--- src/rtl/core/hbs_pkg.sv ---
package hbs_pkg;

    localparam int MAX_TARGETS   = 8;
    localparam int WEIGHT_CAP    = 1000;
    localparam int LATENCY_BITS  = 24;

    localparam int TGT_W         = $clog2(MAX_TARGETS);
    localparam int CNT_W         = $clog2(MAX_TARGETS + 1);
    localparam int COUNT_FIELD_W = 4;
    localparam int WEIGHT_W      = 10;
    localparam int LAT_FIELD_W   = 24;
    localparam int CFG_INDEX_W   = 2;
    localparam int CFG_DATA_W    = 32;

    localparam int LFSR_W        = 32;
    localparam logic [LFSR_W-1:0] LFSR_MASK = 32'h8020_0003;
    localparam int DIV_DIGIT     = 4;
    localparam int DIV_STEPS     = LFSR_W / DIV_DIGIT;
    localparam int DIV_CNT_W     = $clog2(DIV_STEPS);

    localparam logic [1:0] MODE_LOAD  = 2'd0;
    localparam logic [1:0] MODE_PROBE = 2'd1;
    localparam logic [1:0] MODE_PICK  = 2'd2;

    localparam logic [1:0] STRAT_RR  = 2'd0;
    localparam logic [1:0] STRAT_LAT = 2'd1;
    localparam logic [1:0] STRAT_RND = 2'd2;

    localparam logic [CFG_INDEX_W-1:0] CFG_STRATEGY = 2'd0;
    localparam logic [CFG_INDEX_W-1:0] CFG_HEALTH   = 2'd1;
    localparam logic [CFG_INDEX_W-1:0] CFG_COUNT    = 2'd2;
    localparam logic [CFG_INDEX_W-1:0] CFG_SEED     = 2'd3;

    typedef enum logic [2:0] {
        ST_IDLE,
        ST_RR_NORM,
        ST_RR_SCAN,
        ST_LAT_SCAN,
        ST_RND_DIV,
        ST_RND_SEL,
        ST_RESULT
    } t_state;

    typedef struct packed {
        logic table_write;
        logic pick_empty;
        logic rr_init;
        logic rr_norm;
        logic rr_step;
        logic lat_init;
        logic lat_step;
        logic rnd_init;
        logic div_step;
        logic sel_step;
    } t_dp_cmd;

    typedef struct packed {
        logic n_zero;
        logic use_lat;
        logic use_rnd;
        logic cur_elig;
        logic idx_last;
        logic div_last;
        logic sel_hit;
    } t_dp_status;

endpackage

--- src/rtl/core/hbs_ctrl.sv ---
module hbs_ctrl (
    input  logic                i_clk,
    input  logic                i_rst_n,
    input  logic                i_start,
    input  logic [1:0]          i_mode,
    input  hbs_pkg::t_dp_status i_status,
    output hbs_pkg::t_dp_cmd    o_cmd,
    output logic                o_busy,
    output logic                o_result_valid
);
    import hbs_pkg::*;

    t_state r_state;
    t_state n_state;
    logic   accept;

    assign accept = i_start && (r_state == ST_IDLE);

    always_ff @(posedge i_clk) begin
        if (!i_rst_n) begin
            r_state <= ST_IDLE;
        end else begin
            r_state <= n_state;
        end
    end

    always_comb begin
        n_state = r_state;
        case (r_state)
            ST_IDLE: begin
                if (accept && i_mode == MODE_PICK) begin
                    if (i_status.n_zero) begin
                        n_state = ST_RESULT;
                    end else if (i_status.use_lat) begin
                        n_state = ST_LAT_SCAN;
                    end else if (i_status.use_rnd) begin
                        n_state = ST_RND_DIV;
                    end else begin
                        n_state = ST_RR_NORM;
                    end
                end
            end
            ST_RR_NORM:  n_state = ST_RR_SCAN;
            ST_RR_SCAN: begin
                if (i_status.cur_elig) begin
                    n_state = ST_RESULT;
                end
            end
            ST_LAT_SCAN: begin
                if (i_status.idx_last) begin
                    n_state = ST_RESULT;
                end
            end
            ST_RND_DIV: begin
                if (i_status.div_last) begin
                    n_state = ST_RND_SEL;
                end
            end
            ST_RND_SEL: begin
                if (i_status.sel_hit) begin
                    n_state = ST_RESULT;
                end
            end
            ST_RESULT:   n_state = ST_IDLE;
            default:     n_state = ST_IDLE;
        endcase
    end

    always_comb begin
        o_cmd          = '0;
        o_busy         = 1'b1;
        o_result_valid = 1'b0;
        case (r_state)
            ST_IDLE: begin
                o_busy = 1'b0;
                if (accept) begin
                    if (i_mode == MODE_LOAD || i_mode == MODE_PROBE) begin
                        o_cmd.table_write = 1'b1;
                    end else if (i_mode == MODE_PICK) begin
                        if (i_status.n_zero) begin
                            o_cmd.pick_empty = 1'b1;
                        end else if (i_status.use_lat) begin
                            o_cmd.lat_init = 1'b1;
                        end else if (i_status.use_rnd) begin
                            o_cmd.rnd_init = 1'b1;
                        end else begin
                            o_cmd.rr_init = 1'b1;
                        end
                    end
                end
            end
            ST_RR_NORM:  o_cmd.rr_norm  = 1'b1;
            ST_RR_SCAN:  o_cmd.rr_step  = 1'b1;
            ST_LAT_SCAN: o_cmd.lat_step = 1'b1;
            ST_RND_DIV:  o_cmd.div_step = 1'b1;
            ST_RND_SEL:  o_cmd.sel_step = 1'b1;
            ST_RESULT:   o_result_valid = 1'b1;
            default:     o_busy = 1'b1;
        endcase
    end

    // a result strobe lasts exactly one cycle
    a_strobe_single: assert property (@(posedge i_clk) disable iff (!i_rst_n)
        o_result_valid |=> !o_result_valid)
        else $error("result strobe held longer than one cycle");

    // busy drops only right after a result has been shown
    a_busy_ends_with_result: assert property (@(posedge i_clk) disable iff (!i_rst_n)
        ($fell(o_busy) && $past(i_rst_n)) |-> $past(o_result_valid))
        else $error("pick finished without a result");

    // no new transaction can slip in during the result cycle
    a_result_while_busy: assert property (@(posedge i_clk) disable iff (!i_rst_n)
        o_result_valid |-> o_busy)
        else $error("result shown while accepting commands");

endmodule

--- src/rtl/core/hbs_datapath.sv ---
module hbs_datapath (
    input  logic                                 i_clk,
    input  logic                                 i_rst_n,
    input  hbs_pkg::t_dp_cmd                     i_cmd,
    output hbs_pkg::t_dp_status                  o_status,
    input  logic [1:0]                           i_mode,
    input  logic [hbs_pkg::TGT_W-1:0]            i_target,
    input  logic [hbs_pkg::WEIGHT_W-1:0]         i_weight,
    input  logic                                 i_probe_ok,
    input  logic [hbs_pkg::LAT_FIELD_W-1:0]      i_latency_us,
    input  logic                                 i_cfg_write,
    input  logic [hbs_pkg::CFG_INDEX_W-1:0]      i_cfg_index,
    input  logic [hbs_pkg::CFG_DATA_W-1:0]       i_cfg_data,
    output logic                                 o_found,
    output logic [hbs_pkg::TGT_W-1:0]            o_chosen_target
);
    import hbs_pkg::*;

    // configuration
    logic [1:0]               r_strategy;
    logic                     r_health_en;
    logic [COUNT_FIELD_W-1:0] r_target_count;
    logic [LFSR_W-1:0]        r_lfsr;

    // per-target tables
    logic [WEIGHT_W-1:0]      r_weight [MAX_TARGETS];
    logic [MAX_TARGETS-1:0]   r_up;
    logic [LATENCY_BITS-1:0]  r_lat [MAX_TARGETS];

    // round robin cursor
    logic [TGT_W-1:0]         r_wheel_tgt;
    logic [WEIGHT_W-1:0]      r_wheel_rep;

    // scan state
    logic [TGT_W-1:0]         r_idx;
    logic [WEIGHT_W-1:0]      r_rep;
    logic                     r_have;
    logic [LATENCY_BITS-1:0]  r_best_lat;
    logic [CNT_W-1:0]         r_seen;
    logic [CNT_W-1:0]         r_rem;
    logic [DIV_CNT_W-1:0]     r_div_cnt;
    logic [LFSR_W-1:0]        r_div_src;
    logic                     r_found;
    logic [TGT_W-1:0]         r_chosen;

    logic [CNT_W-1:0]         active_cnt;
    logic [MAX_TARGETS-1:0]   active;
    logic [MAX_TARGETS-1:0]   healthy;
    logic [MAX_TARGETS-1:0]   elig;
    logic                     some_up;
    logic [CNT_W-1:0]         elig_cnt;
    logic [CNT_W-1:0]         idx_inc;
    logic [TGT_W-1:0]         idx_next;
    logic [WEIGHT_W-1:0]      cur_weight;
    logic [LATENCY_BITS-1:0]  cur_lat;
    logic                     cur_elig;
    logic [WEIGHT_W:0]        rep_inc;
    logic [WEIGHT_W-1:0]      w_load;
    logic [LFSR_W-1:0]        lfsr_next;
    logic [CNT_W-1:0]         rem_next;
    logic [CNT_W-1:0]         wheel_tgt_ext;

    assign active_cnt = (r_target_count > COUNT_FIELD_W'(MAX_TARGETS)) ?
                        CNT_W'(MAX_TARGETS) : CNT_W'(r_target_count);

    always_comb begin
        for (int i = 0; i < MAX_TARGETS; i++) begin
            active[i]  = CNT_W'(i) < active_cnt;
            healthy[i] = !r_health_en || r_up[i];
        end
        some_up = |(active & healthy);
        // fail open: with nobody healthy every active target counts
        elig = active & (some_up ? healthy : {MAX_TARGETS{1'b1}});
        elig_cnt = '0;
        for (int i = 0; i < MAX_TARGETS; i++) begin
            elig_cnt = elig_cnt + CNT_W'(elig[i]);
        end
    end

    assign idx_inc       = CNT_W'(r_idx) + CNT_W'(1);
    assign idx_next      = (idx_inc >= active_cnt) ? '0 : idx_inc[TGT_W-1:0];
    assign cur_weight    = r_weight[r_idx];
    assign cur_lat       = r_lat[r_idx];
    assign cur_elig      = elig[r_idx];
    assign rep_inc       = {1'b0, r_rep} + (WEIGHT_W+1)'(1);
    assign wheel_tgt_ext = CNT_W'(r_wheel_tgt);

    always_comb begin
        w_load = i_weight;
        if (i_weight == '0) begin
            w_load = WEIGHT_W'(1);
        end else if (i_weight > WEIGHT_W'(WEIGHT_CAP)) begin
            w_load = WEIGHT_W'(WEIGHT_CAP);
        end
    end

    // Galois step, shifting right
    assign lfsr_next = r_lfsr[0] ? ((r_lfsr >> 1) ^ LFSR_MASK) : (r_lfsr >> 1);

    // restoring remainder, one digit of the draw per cycle
    always_comb begin
        logic [DIV_DIGIT-1:0] digit;
        digit    = r_div_src[LFSR_W-1 -: DIV_DIGIT];
        rem_next = r_rem;
        for (int j = DIV_DIGIT - 1; j >= 0; j--) begin
            rem_next = {rem_next[CNT_W-2:0], digit[j]};
            if (rem_next >= elig_cnt) begin
                rem_next = rem_next - elig_cnt;
            end
        end
    end

    always_comb begin
        o_status          = '0;
        o_status.n_zero   = active_cnt == '0;
        o_status.use_lat  = (r_strategy == STRAT_LAT) && r_health_en;
        o_status.use_rnd  = r_strategy == STRAT_RND;
        o_status.cur_elig = cur_elig;
        o_status.idx_last = idx_inc == active_cnt;
        o_status.div_last = r_div_cnt == DIV_CNT_W'(DIV_STEPS - 1);
        o_status.sel_hit  = cur_elig && (r_seen == r_rem);
    end

    always_ff @(posedge i_clk) begin
        if (!i_rst_n) begin
            r_strategy     <= STRAT_RR;
            r_health_en    <= 1'b0;
            r_target_count <= '0;
            r_lfsr         <= LFSR_W'(1);
            r_up           <= '0;
            for (int i = 0; i < MAX_TARGETS; i++) begin
                r_weight[i] <= WEIGHT_W'(1);
                r_lat[i]    <= '0;
            end
            r_wheel_tgt <= '0;
            r_wheel_rep <= '0;
            r_idx       <= '0;
            r_rep       <= '0;
            r_have      <= 1'b0;
            r_best_lat  <= '0;
            r_seen      <= '0;
            r_rem       <= '0;
            r_div_cnt   <= '0;
            r_div_src   <= '0;
            r_found     <= 1'b0;
            r_chosen    <= '0;
        end else begin
            if (i_cfg_write) begin
                case (i_cfg_index)
                    CFG_STRATEGY: r_strategy     <= i_cfg_data[1:0];
                    CFG_HEALTH:   r_health_en    <= i_cfg_data[0];
                    CFG_COUNT:    r_target_count <= i_cfg_data[COUNT_FIELD_W-1:0];
                    CFG_SEED:     r_lfsr <= (i_cfg_data == '0) ? LFSR_W'(1) : i_cfg_data;
                    default:      r_strategy     <= r_strategy;
                endcase
            end

            if (i_cmd.table_write) begin
                if (i_mode == MODE_LOAD) begin
                    r_weight[i_target] <= w_load;
                    r_wheel_tgt        <= '0;
                    r_wheel_rep        <= '0;
                end else begin
                    r_up[i_target] <= i_probe_ok;
                    if (i_probe_ok) begin
                        r_lat[i_target] <= i_latency_us[LATENCY_BITS-1:0];
                    end
                end
            end

            if (i_cmd.pick_empty) begin
                r_found  <= 1'b0;
                r_chosen <= '0;
            end

            if (i_cmd.rr_init) begin
                r_found <= 1'b1;
                if (wheel_tgt_ext >= active_cnt) begin
                    r_idx <= '0;
                    r_rep <= '0;
                end else begin
                    r_idx <= r_wheel_tgt;
                    r_rep <= r_wheel_rep;
                end
            end

            if (i_cmd.rr_norm && r_rep >= cur_weight) begin
                r_idx <= idx_next;
                r_rep <= '0;
            end

            if (i_cmd.rr_step) begin
                if (cur_elig) begin
                    r_chosen <= r_idx;
                    if (rep_inc >= {1'b0, cur_weight}) begin
                        r_wheel_tgt <= idx_next;
                        r_wheel_rep <= '0;
                    end else begin
                        r_wheel_tgt <= r_idx;
                        r_wheel_rep <= rep_inc[WEIGHT_W-1:0];
                    end
                end else begin
                    // skip the rest of this target's slots
                    r_idx <= idx_next;
                    r_rep <= '0;
                end
            end

            if (i_cmd.lat_init) begin
                r_found <= 1'b1;
                r_idx   <= '0;
                r_have  <= 1'b0;
            end

            if (i_cmd.lat_step) begin
                if (cur_elig && (!r_have || cur_lat < r_best_lat)) begin
                    r_chosen   <= r_idx;
                    r_best_lat <= cur_lat;
                    r_have     <= 1'b1;
                end
                r_idx <= idx_next;
            end

            if (i_cmd.rnd_init) begin
                r_found   <= 1'b1;
                r_lfsr    <= lfsr_next;
                r_div_src <= lfsr_next;
                r_div_cnt <= '0;
                r_rem     <= '0;
                r_idx     <= '0;
                r_seen    <= '0;
            end

            if (i_cmd.div_step) begin
                r_rem     <= rem_next;
                r_div_src <= r_div_src << DIV_DIGIT;
                r_div_cnt <= r_div_cnt + DIV_CNT_W'(1);
            end

            if (i_cmd.sel_step) begin
                if (cur_elig) begin
                    if (r_seen == r_rem) begin
                        r_chosen <= r_idx;
                    end else begin
                        r_seen <= r_seen + CNT_W'(1);
                    end
                end
                r_idx <= idx_next;
            end
        end
    end

    assign o_found         = r_found;
    assign o_chosen_target = r_chosen;

    // the stored cursor always points inside its target's run of slots
    a_cursor_in_run: assert property (@(posedge i_clk) disable iff (!i_rst_n)
        r_wheel_rep < r_weight[r_wheel_tgt])
        else $error("round robin cursor past its target's weight");

    a_lfsr_nonzero: assert property (@(posedge i_clk) disable iff (!i_rst_n)
        r_lfsr != '0)
        else $error("random generator reached the all-zero state");

    // the draw position is a valid eligible slot once selection starts
    a_rem_in_range: assert property (@(posedge i_clk) disable iff (!i_rst_n)
        i_cmd.sel_step |-> (r_rem < elig_cnt))
        else $error("draw position beyond eligible count");

endmodule

--- src/rtl/core/health_aware_backend_selector_core.sv ---
// Picks one of up to eight backend targets by weighted round robin, lowest
// latency (when health checking is on) or a seeded pseudo-random draw, and,
// with health checking on, skips targets whose last probe failed unless none
// is up. Weight loads and probe reports are taken in the same cycle as start
// and leave busy low. A pick raises busy and ends with one result cycle on
// o_result_valid, which the receiver must take as it comes. Round robin runs
// a normalize step, then a scan over the targets until it meets an eligible
// one. Lowest latency scans every active target once. Random first reduces
// the draw in the remainder unit, four bits of the draw per cycle, then scans
// to the chosen position. A pick with no targets configured goes straight to
// the result with found low. Configuration writes are taken while busy and
// start are both low.
module health_aware_backend_selector_core (
    input  logic                               i_clk,
    input  logic                               i_rst_n,
    input  logic                               start,
    output logic                               busy,
    input  logic [1:0]                         i_mode,
    input  logic [hbs_pkg::TGT_W-1:0]          i_target,
    input  logic [hbs_pkg::WEIGHT_W-1:0]       i_weight,
    input  logic                               i_probe_ok,
    input  logic [hbs_pkg::LAT_FIELD_W-1:0]    i_latency_us,
    output logic                               o_result_valid,
    output logic                               o_found,
    output logic [hbs_pkg::TGT_W-1:0]          o_chosen_target,
    input  logic                               i_cfg_valid,
    output logic                               o_cfg_ready,
    input  logic [hbs_pkg::CFG_INDEX_W-1:0]    i_cfg_index,
    input  logic [hbs_pkg::CFG_DATA_W-1:0]     i_cfg_data
);
    import hbs_pkg::*;

    t_dp_cmd    cmd;
    t_dp_status status;
    logic       cfg_write;

    // hold register writes off while busy or while a command transaction is offered
    assign o_cfg_ready = !busy && !start;
    assign cfg_write   = i_cfg_valid && o_cfg_ready;

    hbs_ctrl u_ctrl (
        .i_clk          (i_clk),
        .i_rst_n        (i_rst_n),
        .i_start        (start),
        .i_mode         (i_mode),
        .i_status       (status),
        .o_cmd          (cmd),
        .o_busy         (busy),
        .o_result_valid (o_result_valid)
    );

    hbs_datapath u_datapath (
        .i_clk           (i_clk),
        .i_rst_n         (i_rst_n),
        .i_cmd           (cmd),
        .o_status        (status),
        .i_mode          (i_mode),
        .i_target        (i_target),
        .i_weight        (i_weight),
        .i_probe_ok      (i_probe_ok),
        .i_latency_us    (i_latency_us),
        .i_cfg_write     (cfg_write),
        .i_cfg_index     (i_cfg_index),
        .i_cfg_data      (i_cfg_data),
        .o_found         (o_found),
        .o_chosen_target (o_chosen_target)
    );

endmodule
--- config.mk ---
export PLATFORM = sky130hd
export DESIGN_NAME = health_aware_backend_selector_core
export DESIGN_NICKNAME = d
export VERILOG_FILES = /design/src/rtl/core/hbs_pkg.sv /design/src/rtl/core/hbs_ctrl.sv /design/src/rtl/core/hbs_datapath.sv /design/src/rtl/core/health_aware_backend_selector_core.sv
export SDC_FILE = /design/constraint.sdc
export NUM_CORES = 1
export LEC_CHECK = 0
export ABC_AREA = 1
export BUFFER_PORTS_ARGS = -buffer_cell sky130_fd_sc_hd__buf_2
export CORE_MARGIN = 8
export CORE_UTILIZATION = 35
export DETAILED_ROUTE_END_ITERATION = 10
export HOLD_SLACK_MARGIN = 0.05
export SYNTH_ARGS = -nofsm -noshare
export SYNTH_HDL_FRONTEND = slang
export SYNTH_SLANG_ARGS = --single-unit
--- constraint.sdc ---
create_clock -name i_clk -period 18.2 [get_ports i_clk]
set_input_delay 0.91 -clock i_clk [delete_from_list [all_inputs] [get_ports i_clk]]
set_output_delay 0.91 -clock i_clk [all_outputs]
set_load 0.01 [all_outputs]
==> metrics.txt, run 1 <==
WL final=56100 um; Mapped Nets=2539; top post-synthesis cells by count=nor2_1, nand2_1, edfxtp_1; Max Cap Violations=0; Worst-Skew Late Latency=0.59 ns; async set-reset flop share out of synthesis=0; fillers=5831; P&R area growth vs syn=13.2%; Worst R2R Setup Slack=9.47 ns; Root Buffer=clkbuf_16; fin area=23300 sq um; crit-path max FO=8; CP arrival=9.24 ns; Vias per Instance=5.19; Multi-input gate area=8340 sq um; register area=11100 sq um; io pins=85; share of cells above drive strength 1=0.0928; ranking of synthesized cells by area=edfxtp_1, dfxtp_1, nor2_1, nand2_1, o21ai_0; most common cell in the netlist=nor2_1; Syn Area/Cell=8.65 sq um; cts bufs inserted=46; cells on worst reg2reg path=43; Pwr Density=158 nW/um^2; highest clock rate=0.115 GHz; critical hold path startpoint=u_datapath.r_best_lat[23]$_SDFFE_PN0P_; VDD IR max=0.000186 V; post-synthesis simple-gate area fraction=0.197; Period minus WS final=8.73 ns; #FFs+latches synth=420; area leader, netlist=edfxtp_1; XOR/XNOR Fraction of Synth Area=0.00765; run status=complete, no violations; WL met3=3010 um; met1 wire length=23400 um; post-synthesis compound-gate area fraction=0.143; startpoint types=flip-flop; post-synthesis sequential area ratio=0.540; 1st-iter DRT viols=1370; most used cell, CP=nand2_1; clock-pin slew on the worst setup and hold paths=0.06 ns; CTS Hold Bufs=0; DR top layer=met5; Slew Limit Fails=0; Placed Area=21800 sq um; Detail Placement HPWL=34800 um; post-synthesis mux area share=0.000486; Post-synth EDFFs=272; initial core utilization=0.352; Primary FF master, synth=edfxtp_1; largest family of logic cells by synthesized area=simple AND/OR/NAND/NOR gates; met2 routed WL=28300 um; die height=259 um; reg-to-reg endpoint=u_datapath.r_rem[0]$_SDFFE_PN0P_; grt ovf=0; H-tree levels=2; post-synthesis adder-cell area fraction=0.0509; Remaining DRCs=0; CORE AREA=58600 sq um; Max-slew headroom=0.271; Crit. End Element=flip-flop; CP Class=reg2reg; PortBufs=84; post-synth cell types=53; clock tree buffer depth=3; Lkg Pwr=9.27 nW; CTS Sinks=420; initial antenna violation count=4; largest net degree at the start of global routing=75; CP required=18.71 ns; fin crit share=0.480; hold path depth=2; worst-margin pin slew=1.09 ns; launch point of the worst reg-to-reg path=u_datapath.r_health_en$_SDFFE_PN0P_; final-report hold violation count=0; final setup vio count=0; TritonCTS clock tree=done; WHS Endpoint=u_datapath.r_best_lat[23]$_SDFFE_PN0P_; DRT Pass-1 Iters=7; Routed WL per cell=17.4 um; Post-Syn Area=20600 sq um; nets@finish=2578; Crit-path slowest cell=fa_1; synthesis warning total=0; total global-route track usage=0.163; cts repair resizes=0; Site Rows=89; via count=16800; first-pass GRT wire length=88100 um; Antenna Nets Post-Route=0; GP Congestion=0.825; final setup TNS=0 ns; die area=66900 sq um; slowest stage delay, CP=0.81 ns; RSZ-0062 raised after global routing=no; vias in the first global route=16400; Worst Skew=0.0253 ns; Hold WC Path Type=reg2reg; Synth top area share=0.397; cells after synthesis=2382; Post-CTS Setup Inserts=0; die width=259 um
-- worst max-delay path: cells and delay by family (launching register included) --
kind / cells / cell delay [ns]
adder cells (fa/ha/maj): 9 / 3.72
AO/OA/AOI/OAI: 10 / 2.04
AND/OR/NAND/NOR: 16 / 1.68
buffers and inverters: 8 / 0.74
flip-flops: 1 / 0.44
-- layout by cell type, fill, tap and decap left out, types with 8 or more instances in the layout --
master,n
edfxtp_1,272
a31oi_1,82
nand4_1,8
clkinv_1,15
fa_1,8
xor2_1,14
inv_1,190
o221ai_1,13
o22ai_1,34
nand3_2,9
buf_4,27
clkbuf_1,10
a22oi_1,10
buf_2,83
dfxtp_1,146
clkbuf_16,49
o21ai_0,244
nor3_1,18
nand3_1,60
o21ai_1,8
ha_1,71
nor4_1,9
nor2_1,565
nand2_1,326
a21oi_1,93
clkinv_2,10
-- kinds of logic after synthesis --
family | Yosys count
AOI/OAI and AO/OA | 522
buffers and inverters | 324
muxes | 1
DFF | 420
xor gates and xnor gates | 18
adders and majority gates | 79
and+or+nand+nor | 1018
-- state kept, by name, summed over array words and instances, names as in the netlist, 2 cells and up --
register,count
u_datapath.r_lat,192
u_datapath.o_chosen_target,3
u_datapath.r_wheel_rep,10
u_datapath.r_wheel_tgt,3
u_datapath.r_idx,3
u_datapath.r_seen,4
u_datapath.r_up,8
u_datapath.r_lfsr,32
u_datapath.r_target_count,4
u_datapath.r_rem,4
u_datapath.r_rep,10
u_ctrl.r_state,3
u_datapath.r_weight,80
u_datapath.r_div_src,32
u_datapath.r_div_cnt,3
u_datapath.r_strategy,2
u_datapath.r_best_lat,24
-- power breakdown --
group          internal [mW]  switching (mW)  total, mW
combinational          0.577            1.07       1.64
clock                  0.528           0.389      0.918
sequential              1.06          0.0471       1.11
-- metrics by stage --
stage	setup WS (ns)	hold slack, ns	util	cells	power, mW
3_5_place_dp	9.49	0.452	0.373	3146	2.77
5_1_grt	8.64	0.478	0.398	3232	3.97
3_3_place_gp	9.77	0.434	0.373	3146	2.71
2_1_floorplan	10.49	0.425	-	2382	2.36
6_report	9.47	0.458	0.398	3232	3.67
4_1_cts	9.49	0.461	0.398	3231	3.69
-- metal layers --
layer  global-route usage  vias to the layer above
li1                     -                     8157
met1                0.196                     8089
met2                0.294                      432
met3               0.0266                       89
met4               0.0534                        6
met5                    0                        -
-- worst max-delay path by stage --
stage / startpoint / to / slack [ns]
2_1_floorplan: u_datapath.r_health_en$_SDFFE_PN0P_ / u_datapath.r_rem[0]$_SDFFE_PN0P_ / 10.49
3_3_place_gp: u_datapath.r_health_en$_SDFFE_PN0P_ / u_datapath.r_rem[0]$_SDFFE_PN0P_ / 9.77
3_5_place_dp: u_datapath.r_health_en$_SDFFE_PN0P_ / u_datapath.r_rem[0]$_SDFFE_PN0P_ / 9.49
4_1_cts: u_datapath.r_health_en$_SDFFE_PN0P_ / u_datapath.r_rem[0]$_SDFFE_PN0P_ / 9.49
5_1_grt: u_datapath.r_health_en$_SDFFE_PN0P_ / u_datapath.r_rem[3]$_SDFFE_PN0P_ / 8.64
6_report: u_datapath.r_health_en$_SDFFE_PN0P_ / u_datapath.r_rem[0]$_SDFFE_PN0P_ / 9.47
-- layout make-up --
cell class / count / share of cell area
antenna: 1 / 0.000107
clock buffer: 64 / 0.0572
clock inverter: 21 / 0.00644
inverter: 205 / 0.0331
multi-input combinational: 1638 / 0.358
sequential: 420 / 0.478
tap: 773 / 0.0415
timing repair buffer: 110 / 0.0265
Note: power is estimated with default switching activity, not from simulation.
==> inputs of run 2 (changes only) <==
clock period = 7.4 ns   (was 18.2 ns; I/O delays follow)
==> metrics.txt, run 2 (same netlist as run 1, synthesis figures left out) <==
run status=complete, but fails checks (was complete, no violations); failing checks=setup timing; Site Rows=89 (unchanged); slowest stage delay, CP=0.57 ns (was 0.81 ns); total power=10.2 mW (was 3.67 mW); die area=66900 sq um (unchanged); Hold WC Path Type=in2reg (was reg2reg); grt ovf=0 (unchanged); vias in the first global route=17100 (was 16400); Vias per Instance=5.20 (was 5.19); most flop-heavy register=u_datapath.r_lat (unchanged); GP Congestion=0.846 (was 0.825); WL final=57800 um (was 56100 um); VDD IR max=0.000459 V (was 0.000186 V); cts bufs inserted=46 (unchanged); Clk network pwr share=0.224 (was 0.250); largest net degree at the start of global routing=83 (was 75); clock-pin slew on the worst setup and hold paths=0.06 ns (about the same); nets@finish=2639 (was 2578); Max Cap Violations=0 (unchanged); switching power=4.18 mW (was 1.50 mW); die width=259 um (unchanged); crit-path max FO=5 (was 8); io pins=85 (unchanged); P&R area growth vs syn=16.9% (was 13.2%); dpl cells=3162 (was 3146); Detail Placement HPWL=35100 um (was 34800 um); initial antenna violation count=5 (was 4); Finished Layout Cells=3293 (was 3232); Remaining DRCs=0 (unchanged); cell internal pwr=5.99 mW (was 2.17 mW); switching portion of total power=0.411 (was 0.409); first-pass GRT wire length=90600 um (was 88100 um); die height=259 um (unchanged); CP Class=reg2reg (unchanged); RSZ-0062 raised after global routing=yes (was no); Combinational Power Share=0.508 (was 0.448); Pwr Density=422 nW/um^2 (was 158 nW/um^2); CORE AREA=58600 sq um (unchanged); H-tree levels=2 (unchanged); fillers=5773 (was 5831); Slew Limit Fails=0 (unchanged); clock tree buffer depth=3 (unchanged); Crit. End Element=flip-flop (unchanged); sequential share of power=0.267 (was 0.303); Post-Place Setup Slack=-0.425 ns (was 9.49 ns); CTS Sinks=420 (unchanged); initial core utilization=0.352 (unchanged); Routed WL per cell=17.5 um (was 17.4 um); worst-margin pin slew=1.06 ns (was 1.09 ns); CP arrival=7.83 ns (was 9.24 ns); TritonCTS clock tree=done (unchanged); Worst R2R Setup Slack=-0.001 ns (was 9.47 ns); final hold slack=0.0760 ns (was 0.458 ns); final-report hold violation count=0 (unchanged); final setup vio count=2 (was 0); commonest cells after routing, fill and taps aside=nor2_1, nand2_1, edfxtp_1 (unchanged); Worst-Skew Late Latency=0.59 ns (about the same); 1st-iter DRT viols=1716 (was 1370); DRT Pass-1 Iters=7 (unchanged); Lkg Pwr=9.57 nW (was 9.27 nW); Worst Skew=0.0375 ns (was 0.0253 ns); max FFs per register=192 (unchanged); highest clock rate=0.135 GHz (was 0.115 GHz); Antenna Nets Post-Route=0 (unchanged); via count=17100 (was 16800); startpoint types=flip-flop (unchanged); final worst slack=-0.00128 ns (was 9.47 ns); final setup TNS=-0.00249 ns (was 0 ns); commonest non-fill, non-tap cell in the layout=nor2_1 (unchanged); Crit-path slowest cell=fa_2 (was fa_1); most used cell, CP=nand2_2 (was nand2_1); CP required=7.83 ns (was 18.71 ns); fin crit share=1.00 (was 0.480); Largest regs=u_datapath.r_lat: 192 flops, u_datapath.r_weight: 80 flops (unchanged); PortBufs=84 (unchanged); Period minus WS final=7.40 ns (was 8.73 ns); Root Buffer=clkbuf_16 (unchanged); total global-route track usage=0.166 (was 0.163); Max-slew headroom=0.290 (was 0.271); share of cells above drive strength 1=0.133 (was 0.0928)
-- run 2: power groups by stage --
stage / registers (mW) / logic, mW / clock network, mW
after floorplan: 2.71 / 3.16 / 0
after detailed placement: 2.77 / 4.32 / 0
after CTS: 2.72 / 4.66 / 2.32
final: 2.72 / 5.17 / 2.28
after global routing: 2.73 / 5.75 / 2.40
after global placement: 2.76 / 4.10 / 0
-- run 2: layout make-up --
class	instances	area, sq um	area share
clock buffers	65	1290	0.0538
clock inverters	19	180	0.00748
repair buffers	171	1120	0.0463
well taps	773	967	0.0402
multi-input cells	1638	8600	0.357
inverters	205	779	0.0324
diodes	2	5.00	0.000208
flip-flops and latches	420	11100	0.463
-- run 2: worst paths after layout --
check | start | to | depth (start not counted)
worst max-delay path | u_datapath.r_target_count[3]$_SDFFE_PN0P_ | u_datapath.r_rem[2]$_SDFFE_PN0P_ | 49
worst min-delay path | i_cfg_data[12] | u_datapath.r_lfsr[12]$_SDFFE_PN0P_ | 3
worst max register to register | u_datapath.r_target_count[3]$_SDFFE_PN0P_ | u_datapath.r_rem[2]$_SDFFE_PN0P_ | 49
worst min register to register | u_datapath.r_best_lat[0]$_SDFFE_PN0P_ | u_datapath.r_best_lat[0]$_SDFFE_PN0P_ | 2
-- run 2: per-stage QoR --
stage / area (sq um) / util
5_1_grt: 24100 / 0.411
3_5_place_dp: 22000 / 0.375
4_1_cts: 23700 / 0.405
2_1_floorplan: 20600 / -
3_3_place_gp: 22000 / 0.375
6_report: 24100 / 0.411
-- run 2: what timing repair did --
action	in CTS	in global routing
pin swaps	8	36
setup buffers	9	20
hold endpoints to repair	16	0
hold buffers	16	0
setup endpoints to repair	4	4
gates resized for setup	24	56
-- run 2: worst max-delay path, delay by kind of cell (launching register included) --
family	cells	cell delay, ns
adder cells (fa/ha/maj)	9	3.34
flip-flops	1	0.37
buffers and inverters	10	0.73
AND/OR/NAND/NOR	23	1.95
AO/OA/AOI/OAI	7	0.82
-- run 2: metal layers --
metal  vias to the layer above  wire length, um  track usage
met4                         6             1640       0.0575
met5                         -               38            0
met3                       132             3320       0.0294
met1                      8190            23800        0.199
li1                       8273                -            -
met2                       539            29000        0.297
